$ cat config.mk
export PLATFORM = sky130hd
export DESIGN_NAME = pan_tilt_stepper_pulse_controller
export DESIGN_NICKNAME = d
export VERILOG_FILES = /design/src/rtl/ptsp_pkg.sv /design/src/rtl/pan_tilt_stepper_pulse_controller.sv
export SDC_FILE = /design/constraint.sdc
export NUM_CORES = 1
export LEC_CHECK = 0
export BUFFER_PORTS_ARGS = -buffer_cell sky130_fd_sc_hd__buf_2
export CAP_MARGIN = 20
export CORE_ASPECT_RATIO = 1.1
export CORE_MARGIN = 2
export CORE_UTILIZATION = 25
export DETAILED_ROUTE_END_ITERATION = 16
export PLACE_DENSITY_LB_ADDON = 0.25
export SYNTH_ARGS = -nofsm -noshare
export SYNTH_HDL_FRONTEND = slang
export SYNTH_SLANG_ARGS = --single-unit
export TNS_END_PERCENT = 100
$ cat constraint.sdc
create_clock -name aclk -period 12.55 [get_ports aclk]
set_input_delay 1.255 -clock aclk [delete_from_list [all_inputs] [get_ports aclk]]
set_output_delay 1.255 -clock aclk [all_outputs]
set_load 0.005 [all_outputs]
$ cat src/rtl/ptsp_pkg.sv
package ptsp_pkg;

    localparam int HP_W = 10;

    localparam int RAMP_LENGTH_DEF = 24;

    localparam logic [2:0] OP_TICK      = 3'd0;
    localparam logic [2:0] OP_PAN       = 3'd1;
    localparam logic [2:0] OP_TILT      = 3'd2;
    localparam logic [2:0] OP_HOME      = 3'd3;
    localparam logic [2:0] OP_ZERO_PAN  = 3'd4;
    localparam logic [2:0] OP_STOP      = 3'd5;
    localparam logic [2:0] OP_MOTOR_ON  = 3'd6;
    localparam logic [2:0] OP_MOTOR_OFF = 3'd7;

    localparam logic [1:0] ST_OK   = 2'd0;
    localparam logic [1:0] ST_BUSY = 2'd1;
    localparam logic [1:0] ST_ZERO = 2'd2;

    localparam logic [1:0] PH_IDLE  = 2'd0;
    localparam logic [1:0] PH_SETUP = 2'd1;
    localparam logic [1:0] PH_STEP  = 2'd2;

    localparam logic [2:0] CFG_TILT_MIN   = 3'd0;
    localparam logic [2:0] CFG_TILT_MAX   = 3'd1;
    localparam logic [2:0] CFG_TILT_HOME  = 3'd2;
    localparam logic [2:0] CFG_MAX_STEPS  = 3'd3;
    localparam logic [2:0] CFG_PAN_LIMIT  = 3'd4;
    localparam logic [2:0] CFG_FAST_HALF  = 3'd5;
    localparam logic [2:0] CFG_SLOW_HALF  = 3'd6;
    localparam logic [2:0] CFG_DIR_SETUP  = 3'd7;

    localparam logic [7:0]  RST_TILT_MIN  = 8'd80;
    localparam logic [7:0]  RST_TILT_MAX  = 8'd130;
    localparam logic [7:0]  RST_TILT_HOME = 8'd85;
    localparam logic [9:0]  RST_MAX_STEPS = 10'd70;
    localparam logic [15:0] RST_PAN_LIMIT = 16'd5000;
    localparam logic [9:0]  RST_FAST_HALF = 10'd100;
    localparam logic [9:0]  RST_SLOW_HALF = 10'd450;
    localparam logic [9:0]  RST_DIR_SETUP = 10'd50;

endpackage

$ cat src/rtl/pan_tilt_stepper_pulse_controller.sv
// Pan/tilt stepper pulse controller. Every input transfer is either one
// microsecond tick (opcode 0) or a command, and produces exactly one result
// transfer carrying the step, direction, enable and servo levels, the tilt
// angle, the pan position, a busy flag and a status code. The block takes one
// transfer per clock: the whole state update sits between the input handshake
// and a single output register, and a new transfer is taken while the previous
// result is being read, so a stall on the result side holds the input side
// only while the output register is full. The ramp half-period of the next
// step is prepared ahead of time through a registered multiply by
// (slow - fast), then divided by RAMP_LENGTH through a reciprocal multiply.
// Configuration writes are meant for idle periods only; there is no clearing
// pass after reset.
module pan_tilt_stepper_pulse_controller
    import ptsp_pkg::*;
#(
    parameter int RAMP_LENGTH = RAMP_LENGTH_DEF
) (
    input  logic        aclk,
    input  logic        aresetn,
    input  logic        s_tvalid,
    output logic        s_tready,
    // [2:0] opcode, [18:3] value, [23:19] zero
    input  logic [23:0] s_tdata,
    output logic        m_tvalid,
    input  logic        m_tready,
    // [0] step_level, [1] dir_level, [2] motor_enabled, [3] servo_attached,
    // [11:4] tilt_angle, [28:12] pan_position, [29] busy_res, [31:30] status
    output logic [31:0] m_tdata,
    input  logic        cfg_wr_en,
    input  logic [2:0]  cfg_addr,
    input  logic [15:0] cfg_wr_data
);

    localparam int EW    = $clog2(RAMP_LENGTH + 1);
    localparam int PW    = HP_W + EW;
    localparam int RL    = $clog2(RAMP_LENGTH);
    localparam int SH    = PW + RL;
    localparam logic [PW:0] RECIP = (PW + 1)'(((64'd1 << SH) / RAMP_LENGTH) + 64'd1);

    logic [7:0]  tilt_min_reg, tilt_max_reg, tilt_home_reg;
    logic [9:0]  max_steps_reg, fast_half_reg, slow_half_reg, dir_setup_reg;
    logic [15:0] pan_limit_reg;

    logic [1:0]         phase_reg, phase_next;
    logic [9:0]         tc_reg, tc_next;
    logic [9:0]         step_index_reg, step_index_next;
    logic [9:0]         step_total_reg, step_total_next;
    logic signed [10:0] move_delta_reg, move_delta_next;
    logic signed [16:0] pan_pos_reg, pan_pos_next;
    logic [7:0]         tilt_reg, tilt_next;
    logic               step_out_reg, step_out_next;
    logic               dir_reg, dir_next;
    logic               enable_reg, enable_next;
    logic               servo_reg, servo_next;
    logic [9:0]         half_reg, half_next;
    logic [1:0]         status_next;

    logic [PW-1:0] prod_reg, prod_next;
    logic          edge_ge_reg, edge_ge_next;

    logic        m_tvalid_reg;
    logic [31:0] m_tdata_reg;

    logic        in_acc;
    logic [2:0]  op;
    logic signed [15:0] val;
    logic [9:0]  tc_inc;
    logic [9:0]  idx_inc;

    logic [9:0]  ramp_diff;
    logic [9:0]  back_n;
    logic [9:0]  edge_n;
    logic [2*PW:0] ramp_mul;
    logic [9:0]  ramp_q;
    logic [9:0]  half_step;

    logic signed [19:0] val20, lim20, req_c, pos20, pl20, target, steps_a, steps_c;
    logic signed [10:0] steps11;
    logic [9:0]  steps_abs;

    function automatic logic [7:0] tilt_clamp(input logic signed [16:0] v,
                                              input logic [7:0] lo,
                                              input logic [7:0] hi);
        logic [7:0] r;
        begin
            priority if (v < $signed({9'd0, lo})) begin
                r = lo;
            end else if (v > $signed({9'd0, hi})) begin
                r = hi;
            end else begin
                r = v[7:0];
            end
            return r;
        end
    endfunction

    assign s_tready = !m_tvalid_reg || m_tready;
    assign in_acc   = s_tvalid && s_tready;
    assign m_tvalid = m_tvalid_reg;
    assign m_tdata  = m_tdata_reg;

    assign op      = s_tdata[2:0];
    assign val     = $signed(s_tdata[18:3]);
    assign tc_inc  = tc_reg + 10'd1;
    assign idx_inc = step_index_reg + 10'd1;

    // Look ahead to the half-period of the next step
    assign ramp_diff = (slow_half_reg > fast_half_reg) ? slow_half_reg - fast_half_reg : 10'd0;
    assign back_n    = (step_total_reg > idx_inc) ? step_total_reg - 10'd1 - idx_inc : 10'd0;
    assign edge_n    = (back_n < idx_inc) ? back_n : idx_inc;
    assign edge_ge_next = edge_n >= HP_W'(RAMP_LENGTH);
    assign prod_next = PW'(ramp_diff * edge_n[EW-1:0]);

    assign ramp_mul  = prod_reg * RECIP;
    assign ramp_q    = ramp_mul[SH+9:SH];
    assign half_step = edge_ge_reg ? fast_half_reg : slow_half_reg - ramp_q;

    // Pan request limiting
    assign val20  = {{4{val[15]}}, val};
    assign lim20  = $signed({10'd0, max_steps_reg});
    assign pos20  = {{3{pan_pos_reg[16]}}, pan_pos_reg};
    assign pl20   = $signed({4'd0, pan_limit_reg});
    assign req_c  = (val20 < -lim20) ? -lim20 : ((val20 > lim20) ? lim20 : val20);
    assign target = pos20 + req_c;

    always_comb begin
        priority if (target > pl20) begin
            steps_a = pl20 - pos20;
        end else if (target < -pl20) begin
            steps_a = -pl20 - pos20;
        end else begin
            steps_a = req_c;
        end
        priority if (steps_a > 20'sd1023) begin
            steps_c = 20'sd1023;
        end else if (steps_a < -20'sd1023) begin
            steps_c = -20'sd1023;
        end else begin
            steps_c = steps_a;
        end
    end

    assign steps11   = steps_c[10:0];
    assign steps_abs = steps11[10] ? 10'(-steps11) : steps11[9:0];

    always_comb begin
        phase_next      = phase_reg;
        tc_next         = tc_reg;
        step_index_next = step_index_reg;
        step_total_next = step_total_reg;
        move_delta_next = move_delta_reg;
        pan_pos_next    = pan_pos_reg;
        tilt_next       = tilt_reg;
        step_out_next   = step_out_reg;
        dir_next        = dir_reg;
        enable_next     = enable_reg;
        servo_next      = servo_reg;
        half_next       = half_reg;
        status_next     = ST_OK;

        if (op == OP_TICK) begin
            unique case (phase_reg)
                PH_SETUP: begin
                    tc_next = tc_inc;
                    if (tc_inc >= dir_setup_reg) begin
                        enable_next   = 1'b1;
                        step_out_next = 1'b1;
                        tc_next       = 10'd0;
                        phase_next    = PH_STEP;
                    end
                end
                PH_STEP: begin
                    tc_next = tc_inc;
                    if (tc_inc >= half_reg) begin
                        tc_next = 10'd0;
                        if (step_out_reg) begin
                            step_out_next = 1'b0;
                        end else begin
                            step_index_next = idx_inc;
                            if (idx_inc >= step_total_reg) begin
                                pan_pos_next = pan_pos_reg + 17'(move_delta_reg);
                                phase_next   = PH_IDLE;
                            end else begin
                                step_out_next = 1'b1;
                                half_next     = half_step;
                            end
                        end
                    end
                end
                default: begin
                    phase_next = PH_IDLE;
                end
            endcase
        end else if (phase_reg != PH_IDLE) begin
            status_next = ST_BUSY;
        end else begin
            unique case (op)
                OP_PAN: begin
                    if (steps11 == 11'sd0) begin
                        status_next = ST_ZERO;
                    end else begin
                        dir_next        = !steps11[10];
                        move_delta_next = steps11;
                        step_total_next = steps_abs;
                        step_index_next = 10'd0;
                        tc_next         = 10'd0;
                        half_next       = slow_half_reg;
                        if (dir_setup_reg == 10'd0) begin
                            enable_next   = 1'b1;
                            step_out_next = 1'b1;
                            phase_next    = PH_STEP;
                        end else begin
                            phase_next = PH_SETUP;
                        end
                    end
                end
                OP_TILT: begin
                    tilt_next  = tilt_clamp({val[15], val}, tilt_min_reg, tilt_max_reg);
                    servo_next = 1'b1;
                end
                OP_HOME: begin
                    pan_pos_next = 17'sd0;
                    tilt_next    = tilt_clamp($signed({9'd0, tilt_home_reg}),
                                              tilt_min_reg, tilt_max_reg);
                    servo_next   = 1'b1;
                end
                OP_ZERO_PAN: begin
                    pan_pos_next = 17'sd0;
                end
                OP_STOP: begin
                    enable_next = 1'b0;
                    servo_next  = 1'b0;
                end
                OP_MOTOR_ON: begin
                    enable_next = 1'b1;
                end
                default: begin
                    enable_next = 1'b0;
                end
            endcase
        end
    end

    always_ff @(posedge aclk) begin
        if (!aresetn) begin
            tilt_min_reg  <= RST_TILT_MIN;
            tilt_max_reg  <= RST_TILT_MAX;
            tilt_home_reg <= RST_TILT_HOME;
            max_steps_reg <= RST_MAX_STEPS;
            pan_limit_reg <= RST_PAN_LIMIT;
            fast_half_reg <= RST_FAST_HALF;
            slow_half_reg <= RST_SLOW_HALF;
            dir_setup_reg <= RST_DIR_SETUP;
        end else if (cfg_wr_en) begin
            unique case (cfg_addr)
                CFG_TILT_MIN:  tilt_min_reg  <= cfg_wr_data[7:0];
                CFG_TILT_MAX:  tilt_max_reg  <= cfg_wr_data[7:0];
                CFG_TILT_HOME: tilt_home_reg <= cfg_wr_data[7:0];
                CFG_MAX_STEPS: max_steps_reg <= cfg_wr_data[9:0];
                CFG_PAN_LIMIT: pan_limit_reg <= cfg_wr_data;
                CFG_FAST_HALF: fast_half_reg <= cfg_wr_data[9:0];
                CFG_SLOW_HALF: slow_half_reg <= cfg_wr_data[9:0];
                CFG_DIR_SETUP: dir_setup_reg <= cfg_wr_data[9:0];
            endcase
        end
    end

    always_ff @(posedge aclk) begin
        if (!aresetn) begin
            phase_reg      <= PH_IDLE;
            tc_reg         <= 10'd0;
            step_index_reg <= 10'd0;
            step_total_reg <= 10'd0;
            move_delta_reg <= 11'sd0;
            pan_pos_reg    <= 17'sd0;
            tilt_reg       <= RST_TILT_HOME;
            step_out_reg   <= 1'b0;
            dir_reg        <= 1'b0;
            enable_reg     <= 1'b0;
            servo_reg      <= 1'b0;
            m_tvalid_reg   <= 1'b0;
        end else begin
            if (in_acc) begin
                phase_reg      <= phase_next;
                tc_reg         <= tc_next;
                step_index_reg <= step_index_next;
                step_total_reg <= step_total_next;
                move_delta_reg <= move_delta_next;
                pan_pos_reg    <= pan_pos_next;
                tilt_reg       <= tilt_next;
                step_out_reg   <= step_out_next;
                dir_reg        <= dir_next;
                enable_reg     <= enable_next;
                servo_reg      <= servo_next;
                m_tvalid_reg   <= 1'b1;
            end else if (m_tready) begin
                m_tvalid_reg <= 1'b0;
            end
        end
    end

    always_ff @(posedge aclk) begin
        prod_reg    <= prod_next;
        edge_ge_reg <= edge_ge_next;
        if (in_acc) begin
            half_reg    <= half_next;
            m_tdata_reg <= {status_next,
                            (phase_next != PH_IDLE),
                            pan_pos_next,
                            tilt_next,
                            servo_next,
                            enable_next,
                            dir_next,
                            step_out_next};
        end
    end

    a_step_enabled : assert property (@(posedge aclk) disable iff (!aresetn)
        (phase_reg == PH_STEP) |-> enable_reg)
        else $error("stepping with the driver disabled");

    a_step_only_moving : assert property (@(posedge aclk) disable iff (!aresetn)
        (phase_reg != PH_STEP) |-> !step_out_reg)
        else $error("step output high outside stepping");

    a_index_in_range : assert property (@(posedge aclk) disable iff (!aresetn)
        (phase_reg == PH_STEP) |-> (step_index_reg < step_total_reg))
        else $error("step index beyond step count");

    a_move_nonzero : assert property (@(posedge aclk) disable iff (!aresetn)
        (phase_reg != PH_IDLE) |-> (step_total_reg != 10'd0))
        else $error("move in progress with zero steps");

endmodule
== Yosys cells after proc, flatten, opt, wreduce, memory -nomap -nowiden ==
Index checks and enable logic that the tools add are counted.
Operators by class
  add/sub/neg operators: 13
  multipliers: 2
  magnitude comparators: 17
  equality and inequality tests: 22
  multiplexer cells: 83
  bitwise logic cells: 4
  reduce and logical (&&, ||, !) cells: 28
Operator list (number)
  $mux 10: 23
  $mux 17: 7
  $mux 20: 4
  $mux 8: 6
  $ge 10x10->1: 3
  $mul 15x16->30 const B: 1
  $sub 10x10->10: 3
  $mux 1: 25
  $mux 11: 2
  $eq 3x3->1 const B: 7
  $add 10x1->10 const B: 2
  $add 17x20->20: 1
  $gt 10x10->1: 2
  $gt 20x11->1 const B: 1
  $gt 20x17->1: 1
  $lt 16x20->1: 1
  $lt 20x11->1 const B: 1
  $lt 20x20->1: 1
  $mux 2: 10
  $neg 10->20: 1
  $neg 16->20: 1
  $pmux 10 s2: 1
  $sub 20x17->20: 1
  $sub 17x17->18: 1
  36 further kinds: 63
Word-level totals
  register bits: 211
  input bits: 48
  logic and storage cells: 195

== Depth between registers and ports, before layout ==
Gate-level depths: netlist of run 1.
  word-level depth: 16
  gate-level depth with buffers: 51
  gate-level depth less buffers: 46

== Worst setup path before layout of run 1 ==
Ideal clock, no wire load.
  path type: reg2reg
  start: reg max_steps_reg[1]
  end: reg half_reg[0] (enable)
  arrival: 9.300 ns
  path slack: 2.874 ns
  cell stages (with the launch flop): 49
  path buffers: 2
  period minus slack after synthesis: 9.676 ns
  cells stage by stage: dfxtp_1 > inv_1 > ha_1 > nand2_1 > nor3_1 > nand2_1 > nor3_2 > ha_1 > nand2_1 > nor2_1 > a21oi_1 > nand2_1 > nor2_1 > clkbuf_1 > a211oi_1 > o22ai_1 > inv_1 > ha_1 > (+13 left out) > o41a_1 > a2111oi_0 > o31ai_1 > a221o_2 > a21oi_1 > a221oi_1 > o22ai_2 > o41ai_4 > nand2_1 > and3_1 > ha_1 > o311a_1 > o2111ai_1 > a2111oi_4 > nor2_2 > nor2_1 > buf_2 > nor2_1
Between the ends
  cells in the longest elaborated chain, start to end: 13
  elaborated cells between the ends (all ways): 17
  those cells by class: 2 x add/sub; 6 x order compare; 1 x eq/ne; 6 x mux; 2 x reduce/logical
RTL lines
  from (decl): RTL line pan_tilt_stepper_pulse_controller.sv:41  | logic [9:0] max_steps_reg, fast_half_reg, slow_half_reg, dir_setup_reg;
  from (signal assigned): RTL line pan_tilt_stepper_pulse_controller.sv:259  | CFG_MAX_STEPS: max_steps_reg <= cfg_wr_data[9:0];
  $neg 10->20 or $gt 16x11->1 (tied branches): RTL line pan_tilt_stepper_pulse_controller.sv:123  | assign req_c = (val20 < -lim20) ? -lim20 : ((val20 > lim20) ? lim20 : val20);
  $lt 16x20->1 or $mux 20 (tied branches): RTL line pan_tilt_stepper_pulse_controller.sv:123
  $mux 20 *: RTL line pan_tilt_stepper_pulse_controller.sv:123
  $add 17x20->20: RTL line pan_tilt_stepper_pulse_controller.sv:124  | assign target = pos20 + req_c;
  $lt 20x20->1: RTL line pan_tilt_stepper_pulse_controller.sv:129  | end else if (target < -pl20) begin
  $mux 20: RTL line pan_tilt_stepper_pulse_controller.sv:129
  $mux 20 *: RTL line pan_tilt_stepper_pulse_controller.sv:127  | priority if (target > pl20) begin
  $lt 20x11->1: RTL line pan_tilt_stepper_pulse_controller.sv:136  | end else if (steps_a < -20'sd1023) begin
  $mux 11: RTL line pan_tilt_stepper_pulse_controller.sv:136
  $mux 11 *: RTL line pan_tilt_stepper_pulse_controller.sv:134  | priority if (steps_a > 20'sd1023) begin
  $logic_not 11->1 *: RTL line pan_tilt_stepper_pulse_controller.sv:199  | if (steps11 == 11'sd0) begin
  $ne 2x2->1 (no source line) *
  $reduce_and 8->1 (no source line) *
  to (signal assigned): RTL line pan_tilt_stepper_pulse_controller.sv:306  | half_reg <= half_next;
  to (decl): RTL line pan_tilt_stepper_pulse_controller.sv:55  | logic [9:0] half_reg, half_next;
Mark *: on every way between the ends. The rest lies on a longest branch, timed or not.
A chain may end at the register's enable or synchronous reset.

== Worst setup path after layout of run 1 ==
  start: reg max_steps_reg[1]
  end: reg tc_reg[6]
Between the ends
  cells in the longest elaborated chain, start to end: 13
  elaborated cells between the ends (all ways): 17
  those cells by class: 2 x add/sub; 6 x order compare; 1 x eq/ne; 6 x mux; 2 x reduce/logical
RTL lines
  $neg 10->20 or $gt 16x11->1 (tied branches): RTL line pan_tilt_stepper_pulse_controller.sv:123
  $lt 16x20->1 or $mux 20 (tied branches): RTL line pan_tilt_stepper_pulse_controller.sv:123
  $mux 20 *: RTL line pan_tilt_stepper_pulse_controller.sv:123
  $add 17x20->20: RTL line pan_tilt_stepper_pulse_controller.sv:124
  $lt 20x20->1: RTL line pan_tilt_stepper_pulse_controller.sv:129
  $mux 20: RTL line pan_tilt_stepper_pulse_controller.sv:129
  $mux 20 *: RTL line pan_tilt_stepper_pulse_controller.sv:127
  $lt 20x11->1: RTL line pan_tilt_stepper_pulse_controller.sv:136
  $mux 11: RTL line pan_tilt_stepper_pulse_controller.sv:136
  $mux 11 *: RTL line pan_tilt_stepper_pulse_controller.sv:134
  $logic_not 11->1 *: RTL line pan_tilt_stepper_pulse_controller.sv:199
  $ne 2x2->1 (no source line) *
  $reduce_and 5->1 (no source line) *
  to (signal assigned): RTL line pan_tilt_stepper_pulse_controller.sv:285  | tc_reg <= tc_next;
  to (decl): RTL line pan_tilt_stepper_pulse_controller.sv:45  | logic [9:0] tc_reg, tc_next;
Marked as above.

==> results.yml, run 1 <==
timing:
  finalSetupTns_ns: 0
  finalSetupViolCount: 0
  timing.final.crit_share: 0.909
  hold_viol_final: 0
  worst_pin_slew_ns: 1.10
  clock.fmax_ghz: 0.0876
  skew_ns: 0.0258
  whs_ns: 0.453
  min_period_ns: 11.41
  maxSlewHeadroom: 0.259
  drv_slew: 0
  grt_setup_unrepaired: "no"
setup_path:
  crit_top_cell: "nand2_1"
  cp.required_ns: 13.03
  arrival_ns: 11.89
  worstSetupStartpointType: "flip-flop"
  crit_path_max_fanout: 9
  cp-end-kind: "flip-flop"
  cp_slowest_stage_delay_ns: 0.65
  worstSetupStartpoint: "max_steps_reg[1]"
  rr_startpoint: "max_steps_reg[1]"
  crit_type: "reg2reg"
  crit_path_top_delay_cell: "a221oi_1"
grt:
  grt_pass1_vias: 19539
  overflow: 0
  track_usage: 0.146
  antenna_found_initial: 5
  grt_start_max_net_pins: 81
  grt_pass1_wl_um: 110000
layout:
  nFillCells: 9941
  final_cell_mix: "361 x ha_1, 348 x nand2_1, 307 x inv_1, 235 x a21oi_1, 168 x dfxtp_1"
  largest_register_ffs: 32
  antennaDiodeCount: 0
  syn_to_final_growth_pct: 11.6
  final_common_cell: "ha_1"
  drive_gt1_frac: 0.0750
  nets: 3375
  multi_input_area_um2: 16800
  seq_area_um2: 4620
die:
  dieArea_um2: 94600
  die_w_um: 293
  initial_core_util: 0.253
  ios: 82
  die_h_um: 322
  core_area_um2: 91100
  num_rows: 116
yosys:
  synth.avg_cell_area_um2: 8.13
  ys_seq_area_frac: 0.201
  synth_edf_count: 42
  ys_warn_count: 0
  synth.distinct_cells: 105
  mappedNetlistArea_um2: 23000
  ys_ff_latch: 210
  async_flop_share: 0
  syn_nets: 3336
  postSynthCellCount: 2834
  ys.flop_type: "dfxtp_1"
detailed_routing:
  route.detailed.drc: 0
  drtIter0Drc: 1061
  vias: 19956
  dr_wl_met3_um: 2820
  top_layer_used: "met5"
  wire_per_inst_um: 17.0
  routedLengthMet1_um: 33400
  wl_met2_um: 31700
  ant_nets: 0
  routed_wl_um: 69300
  avgViaCountPerCell: 4.90
  firstDrtPassIters: 6
outcome:
  outcome: "finished clean"
clock_network:
  cts_buffers: 28
  cts.clk_slew.worst_paths_ns: 0.08
  clock_latency_ns: 0.57
  clk_path_buf_depth: 3
  root_buffer: "clkbuf_16"
  htreeDepth: 1
  tritoncts: "done"
  cts_resized: 0
  clock-sinks: 210
min_path:
  hold_class: "reg2reg"
  min_from: "dir_setup_reg[2]"
power_and_ir_drop:
  p_per_area_nw_per_um2: 293
  p_sw_frac: 0.495
  comb_power_share: 0.780
  seqPwrFrac: 0.107
  peakVddDrop_mv: 0.447
  switchingPower_mw: 3.72
  clkPwrFrac: 0.113
  intPower_mw: 3.80
  p_leak_nw: 11.6
place:
  hpwl_um: 55400
  gp_congestion: 0.857
  io_buffers: 76
job:
  max-cap-violations: 0
[cell type report]
class	instances	share of cell area
multi-input combinational	2215	0.655
sequential	210	0.180
tap	1180	0.0575
inverter	310	0.0453
clock buffer	36	0.0317
timing repair buffer	108	0.0241
clock inverter	16	0.00653
[metrics by stage]
step / worst slack [ns] / area (µm²) / total power, mW / cells / util
floorplan: 2.87 / 23000 / 5.29 / 2834 / -
global placement: 1.09 / 24700 / 6.71 / 4018 / 0.271
detailed placement: 1.01 / 24700 / 6.77 / 4019 / 0.271
CTS: 0.960 / 25700 / 7.69 / 4071 / 0.282
global route: 0.0849 / 25700 / 8.63 / 4075 / 0.282
finish: 1.14 / 25700 / 7.52 / 4075 / 0.282
[routing by layer]
layer | up-vias | track usage
li1 | 10055 | -
met1 | 9407 | 0.201
met2 | 408 | 0.246
met3 | 82 | 0.0130
met4 | 4 | 0.0339
met5 | - | 0
[kinds of logic (layout without fill, tap and decap cells)]
logic type | after synthesis | count (layout) | share of synthesized area
adder cells (fa/ha/maj) | 454 | 454 | 0.277
flip-flops | 210 | 210 | 0.201
multiplexers | 39 | 39 | 0.0175
buffers and inverters | 409 | 470 | 0.0691
XOR/XNOR | 141 | 141 | 0.0536
AO/OA/AOI/OAI | 729 | 729 | 0.211
AND/OR/NAND/NOR | 852 | 852 | 0.171
[synthesized netlist by cell type (8+ instances only)]
| cell type | instances | share of area |
|---|---|---|
| o211a_1 | 20 | 0.0087 |
| mux2i_1 | 31 | 0.013 |
| clkbuf_1 | 76 | 0.012 |
| fa_1 | 93 | 0.081 |
| xor2_1 | 39 | 0.015 |
| o21ai_1 | 8 | 0.0017 |
| or3_1 | 9 | 0.0024 |
| nand2_1 | 349 | 0.057 |
| o2111ai_1 | 9 | 0.0034 |
| o31ai_1 | 13 | 0.0042 |
| inv_1 | 308 | 0.050 |
| nor4_1 | 15 | 0.0041 |
| nand3_1 | 105 | 0.023 |
| nand2b_1 | 36 | 0.0098 |
| nor2b_1 | 34 | 0.0092 |
| a21boi_0 | 9 | 0.0029 |
| nor2_1 | 162 | 0.026 |
| and3_1 | 16 | 0.0043 |
| or2_2 | 9 | 0.0024 |
| dfxtp_1 | 168 | 0.15 |
| o21bai_1 | 25 | 0.0081 |
| and2_1 | 18 | 0.0049 |
| a21o_1 | 64 | 0.021 |
| nor3_1 | 47 | 0.010 |
| ha_1 | 361 | 0.20 |
| o21ai_0 | 123 | 0.027 |
| a211oi_1 | 25 | 0.0081 |
| edfxtp_1 | 42 | 0.055 |
| a21oi_1 | 235 | 0.051 |
| a22oi_1 | 8 | 0.0026 |
| xnor2_1 | 102 | 0.039 |
| o211ai_1 | 34 | 0.011 |
| nand4_1 | 23 | 0.0062 |
| o21a_1 | 26 | 0.0085 |
| a31oi_1 | 25 | 0.0068 |
[path summary, 6_finish.rpt]
kind	end	slack (ns)	cells past startpoint
worst max-delay path	tc_reg[6]	1.14	48
worst min-delay path	dir_setup_reg[2]	0.45	2
worst max register to register	tc_reg[6]	1.14	48
worst min register to register	dir_setup_reg[2]	0.45	2
[worst max-delay path, delay by kind of cell, from the launching register on]
kind,cells,cell delay (ns)
adders and majority gates,5,1.47
AOI/OAI and AO/OA,22,5.99
buffers and inverters,4,0.59
xor gates and xnor gates,1,0.20
DFF,1,0.34
and+or+nand+nor,16,2.74
[timing repair]
action	in CTS	in global routing
setup endpoints to repair	0	4
hold buffers	0	0
buffers inserted	0	3
[power by group through the flow]
stage          Clock (mW)  Sequential, mW  Combinational, mW
4_1_cts             0.879           0.807               6.01
6_report            0.851           0.805               5.86
5_1_grt             0.909           0.815               6.91
2_1_floorplan           0           0.789               4.50
3_5_place_dp            0           0.821               5.95
3_3_place_gp            0           0.822               5.89
No activity file was read; power rests on OpenSTA's default activity.
==> inputs of run 2 (changes only) <==
--- a/config.mk
+++ b/config.mk
@@ -7,11 +7,12 @@
 export LEC_CHECK = 0
 export BUFFER_PORTS_ARGS = -buffer_cell sky130_fd_sc_hd__buf_2
 export CAP_MARGIN = 20
-export CORE_ASPECT_RATIO = 1.1
+export CORE_ASPECT_RATIO = 0.9
 export CORE_MARGIN = 2
 export CORE_UTILIZATION = 25
 export DETAILED_ROUTE_END_ITERATION = 16
 export PLACE_DENSITY_LB_ADDON = 0.25
+export RECOVER_POWER = 50
 export SYNTH_ARGS = -nofsm -noshare
 export SYNTH_HDL_FRONTEND = slang
 export SYNTH_SLANG_ARGS = --single-unit
==> results.yml, run 2 (synthesized netlist as in run 1, its figures left out) <==
outcome:
  outcome: "finished with violations"
  violations: "capacitance limit, slew limit"
die:
  die_h_um: 292
  dieArea_um2: 94600
  die_w_um: 324
  core_area_um2: 91200
  initial_core_util: 0.253
  ios: 82
  num_rows: 105
job:
  max-cap-violations: 3
layout:
  seq_area_um2: 4620
  nets: 3375
  largest_register_ffs: 32
  multi_input_area_um2: 16800
  nFillCells: 9977
  final_cell_mix: "361 x ha_1, 349 x nand2_1, 307 x inv_1, 235 x a21oi_1, 168 x dfxtp_1"
  drive_gt1_frac: 0.0622
  syn_to_final_growth_pct: 11.2
  antennaDiodeCount: 0
  final_common_cell: "ha_1"
  layout.cells.non_filler: 4123
detailed_routing:
  routed_wl_um: 70100
  route.detailed.drc: 0
  vias: 19908
  firstDrtPassIters: 5
  wire_per_inst_um: 17.0
  ant_nets: 0
  avgViaCountPerCell: 4.83
  drtIter0Drc: 1489
timing:
  maxSlewHeadroom: -2.09
  drv_slew: 167
  clock.fmax_ghz: 0.0855
  finalSetupTns_ns: 0
  skew_ns: 0.0300
  whs_ns: 0.458
  worst_pin_slew_ns: 4.63
  timing.final.crit_share: 0.932
  min_period_ns: 11.70
  hold_viol_final: 0
  grt_setup_unrepaired: "no"
  setup_slack_ns: 0.850
  finalSetupViolCount: 0
min_path:
  hold_class: "reg2reg"
clock_network:
  htreeDepth: 1
  tritoncts: "done"
  cts.clk_slew.worst_paths_ns: 0.06
  clock-sinks: 210
  cts_buffers: 27
  cts_resized: 0
  clock_latency_ns: 0.57
  clk_path_buf_depth: 3
  post-cts-setup-buffer-count: 0
  root_buffer: "clkbuf_16"
  holdBufCountCts: 0
place:
  place_ws_ns: 0.933
  gp_congestion: 0.888
  dp.cells: 4074
  io_buffers: 76
  hpwl_um: 55500
power_and_ir_drop:
  switchingPower_mw: 3.79
  seqPwrFrac: 0.107
  p_leak_nw: 11.4
  clkPwrFrac: 0.104
  comb_power_share: 0.790
  peakVddDrop_mv: 0.335
  p_sw_frac: 0.500
  intPower_mw: 3.79
  p_per_area_nw_per_um2: 296
grt:
  overflow: 0
  grt_pass1_wl_um: 111000
  antenna_found_initial: 4
  grt_pass1_vias: 19283
  track_usage: 0.148
  grt_start_max_net_pins: 82
setup_path:
  crit_path_max_fanout: 12
  worstSetupStartpointType: "flip-flop"
  critical_path.top_delay_family: "compound AO/OA/AOI/OAI gates"
  arrival_ns: 12.16
  cp.required_ns: 13.01
  crit_path_top_delay_cell: "a2bb2oi_1"
  crit_buf_inv: 1
  cp-end-kind: "flip-flop"
  crit_type: "reg2reg"
  cp_slowest_stage_delay_ns: 0.62
==> run 2: cell types whose count changed in the layout (fill, tap and decap cells not counted), sizes merged <==
| cell | change |
|---|---|
| buf | -26 |
| clkbuf | +26 |
| clkinv | +2 |
| clkinvlp | -1 |
| inv | -3 |
==> run 2: area by class of cell <==
class / count / share of cell area
Sequential cell: 210 / 0.181
Tap cell: 1230 / 0.0601
Inverter: 310 / 0.0455
Clock buffer: 35 / 0.0288
Timing Repair Buffer: 109 / 0.0229
Multi-Input combinational cell: 2215 / 0.657
Clock inverter: 14 / 0.00528
==> run 2: worst paths after layout <==
path,start,endpoint,slack (ns),cells past startpoint
worst max-delay path,max_steps_reg[0],tc_reg[5],0.85,45
worst min-delay path,tilt_reg[7],tilt_reg[7],0.46,2
worst max register to register,max_steps_reg[0],tc_reg[5],0.85,45
worst min register to register,tilt_reg[7],tilt_reg[7],0.46,2
==> run 2: per-stage QoR <==
stage / instance area (µm²) / power, mW / util
detailed placement: 24800 / 6.88 / 0.272
global placement: 24800 / 6.89 / 0.272
global route: 25600 / 8.71 / 0.281
CTS: 25700 / 7.75 / 0.281
floorplan: 23000 / 5.29 / -
finish: 25600 / 7.58 / 0.281
==> run 2: per-layer routing <==
metal,global-route usage,up-vias,wire (µm)
met5,0,-,47
met4,0.0217,8,937
met3,0.0180,62,3640
met2,0.210,417,27700
met1,0.238,9376,37800
li1,-,10045,-
==> run 2: worst register-to-register path: cells and delay by family, from the launching register on <==
family          cells  cell delay [ns]
simple gates       13             3.14
fa+ha+maj           4             1.25
xor+xnor            1             0.12
buf+inv             1             0.10
compound gates     26             6.64
flops               1             0.36
==> run 2: power by group through the flow <==
stage          sequential, mW  combinational (mW)  clock, mW
6_report                0.808                5.99      0.785
3_5_place_dp            0.823                6.06          0
4_1_cts                 0.808                6.13      0.812
3_3_place_gp            0.824                6.06          0
2_1_floorplan           0.789                4.50          0
5_1_grt                 0.816                7.06      0.840
==> inputs of run 3 (changes only) <==
--- a/config.mk
+++ b/config.mk
@@ -7,7 +7,7 @@
 export LEC_CHECK = 0
 export BUFFER_PORTS_ARGS = -buffer_cell sky130_fd_sc_hd__buf_2
 export CAP_MARGIN = 20
-export CORE_ASPECT_RATIO = 0.9
+export CORE_ASPECT_RATIO = 0.5
 export CORE_MARGIN = 2
 export CORE_UTILIZATION = 25
 export DETAILED_ROUTE_END_ITERATION = 16
==> constraint.sdc (replaced) <==
create_clock -name aclk -period 12.55 [get_ports aclk]
set_input_delay 0.6275 -clock aclk [delete_from_list [all_inputs] [get_ports aclk]]
set_output_delay 0.6275 -clock aclk [all_outputs]
set_load 0.005 [all_outputs]
==> results.yml, run 3 (synthesized netlist as in run 1, its figures left out) <==
power_and_ir_drop:
  clkPwrFrac: 0.101
  p_leak_nw: 11.4
  comb_power_share: 0.792
  p_per_area_nw_per_um2: 294
  peakVddDrop_mv: 0.527
  seqPwrFrac: 0.107
  power_mw: 7.53
  intPower_mw: 3.75
  switchingPower_mw: 3.78
  p_sw_frac: 0.502
detailed_routing:
  routed_wl_um: 69400
  firstDrtPassIters: 5
  wire_per_inst_um: 16.8
  vias: 19758
  avgViaCountPerCell: 4.78
  drtIter0Drc: 1129
  ant_nets: 0
  route.detailed.drc: 0
die:
  die_h_um: 219
  ios: 82
  core_area_um2: 91000
  dieArea_um2: 94700
  num_rows: 78
  initial_core_util: 0.253
  die_w_um: 433
setup_path:
  cp-end-kind: "flip-flop"
  crit_path_top_delay_cell: "nor3_1"
  cp.required_ns: 13.03
  crit_path_max_fanout: 10
  worstSetupStartpointType: "flip-flop"
  crit_type: "reg2reg"
  cp_slowest_stage_delay_ns: 0.49
  arrival_ns: 11.90
grt:
  track_usage: 0.146
  grt_pass1_wl_um: 110000
  grt_pass1_vias: 19464
  overflow: 0
  antenna_found_initial: 4
  grt_start_max_net_pins: 81
layout:
  nets: 3371
  largest_register_ffs: 32
  final_cell_mix: "361 x ha_1, 349 x nand2_1, 307 x inv_1, 235 x a21oi_1, 168 x dfxtp_1"
  drive_gt1_frac: 0.0675
  syn_to_final_growth_pct: 11.2
  nFillCells: 9903
  final_common_cell: "ha_1"
timing:
  maxSlewHeadroom: -1.25
  worst_pin_slew_ns: 3.37
  finalSetupTns_ns: 0
  clock.fmax_ghz: 0.0876
  drv_slew: 130
  hold_viol_final: 0
  finalSetupViolCount: 0
  skew_ns: 0.0177
  timing.final.crit_share: 0.910
  grt_setup_unrepaired: "no"
  min_period_ns: 11.42
outcome:
  violations: "capacitance limit, slew limit"
  outcome: "finished with violations"
clock_network:
  cts_buffers: 26
  clock_latency_ns: 0.58
  tritoncts: "done"
  cts.clk_slew.worst_paths_ns: 0.06
  holdBufCountCts: 0
  clk_path_buf_depth: 3
  htreeDepth: 1
  root_buffer: "clkbuf_16"
  clock-sinks: 210
place:
  gp_congestion: 0.899
  io_buffers: 76
  hpwl_um: 55300
min_path:
  hold_class: "in2reg"
job:
  max-cap-violations: 3
run 3: cell types whose count changed in the layout (fill, tap and decap cells not counted), sizes merged:
cell,before,now
buf,81,89
clkbuf,63,49
inv,309,308
bufinv,2,1
diode,0,1
clkinv,10,13
clkinvlp,3,4
run 3: power by group through the flow:
stage	registers (mW)	logic, mW	clock network (mW)
floorplan	0.789	4.50	0
global placement	0.818	5.96	0
detailed placement	0.820	6.01	0
CTS	0.805	6.11	0.788
global route	0.811	7.07	0.812
finish	0.803	5.97	0.761
run 3: area by class of cell:
| cell class | count | area, µm² | share of cell area |
|---|---|---|---|
| antenna | 1 | 2.50 | 0.0000978 |
| clock buffer | 32 | 713 | 0.0279 |
| clock inverter | 16 | 130 | 0.00508 |
| inverter | 310 | 1160 | 0.0455 |
| multi-input combinational | 2215 | 16800 | 0.658 |
| sequential | 210 | 4620 | 0.181 |
| tap | 1240 | 1550 | 0.0606 |
| timing repair buffer | 106 | 573 | 0.0224 |
run 3: worst paths after layout:
path / cells after the start / endpoint / slack [ns] / startpoint
worst max-delay path: 47 / tc_reg[6] / 1.13 / max_steps_reg[0]
worst max register to register: 47 / tc_reg[6] / 1.13 / max_steps_reg[0]
worst min-delay path: 3 / m_tvalid / 0.31 / s_tvalid
worst min register to register: 2 / tilt_max_reg[3] / 0.45 / tilt_max_reg[3]
run 3: worst max-delay path, delay by kind of cell, from the launching register on:
family | cells | cell delay [ns]
buffers and inverters | 3 | 0.55
XOR/XNOR | 1 | 0.11
AO/OA/AOI/OAI | 25 | 5.63
adder cells (fa/ha/maj) | 4 | 1.16
flip-flops | 1 | 0.36
AND/OR/NAND/NOR | 14 | 3.47
run 3: what timing repair did:
action | CTS | global route
setup buffers | 0 | 1
gates resized for setup | 0 | 5
endpoints found under the setup margin | 0 | 59
run 3: metrics by stage:
step | cell area, µm² | hold slack, ns | std cells | setup WS [ns] | utilization
after detailed placement | 24800 | 0.447 | 4080 | 0.580 | 0.272
after global routing | 25600 | 0.301 | 4130 | 0.0328 | 0.281
final | 25600 | 0.311 | 4130 | 1.13 | 0.281
after CTS | 25600 | 0.284 | 4128 | 0.508 | 0.281
after global placement | 24800 | 0.442 | 4079 | 0.706 | 0.272
after floorplan | 23000 | 0.436 | 2834 | 2.87 | -
run 3: routing by layer:
layer	up-vias	GRT usage	share of wire
met1	9307	0.197	0.48
met4	0	0.0502	0.036
met5	-	0	0
met2	289	0.242	0.45
met3	111	0.0159	0.031
li1	10051	-	-
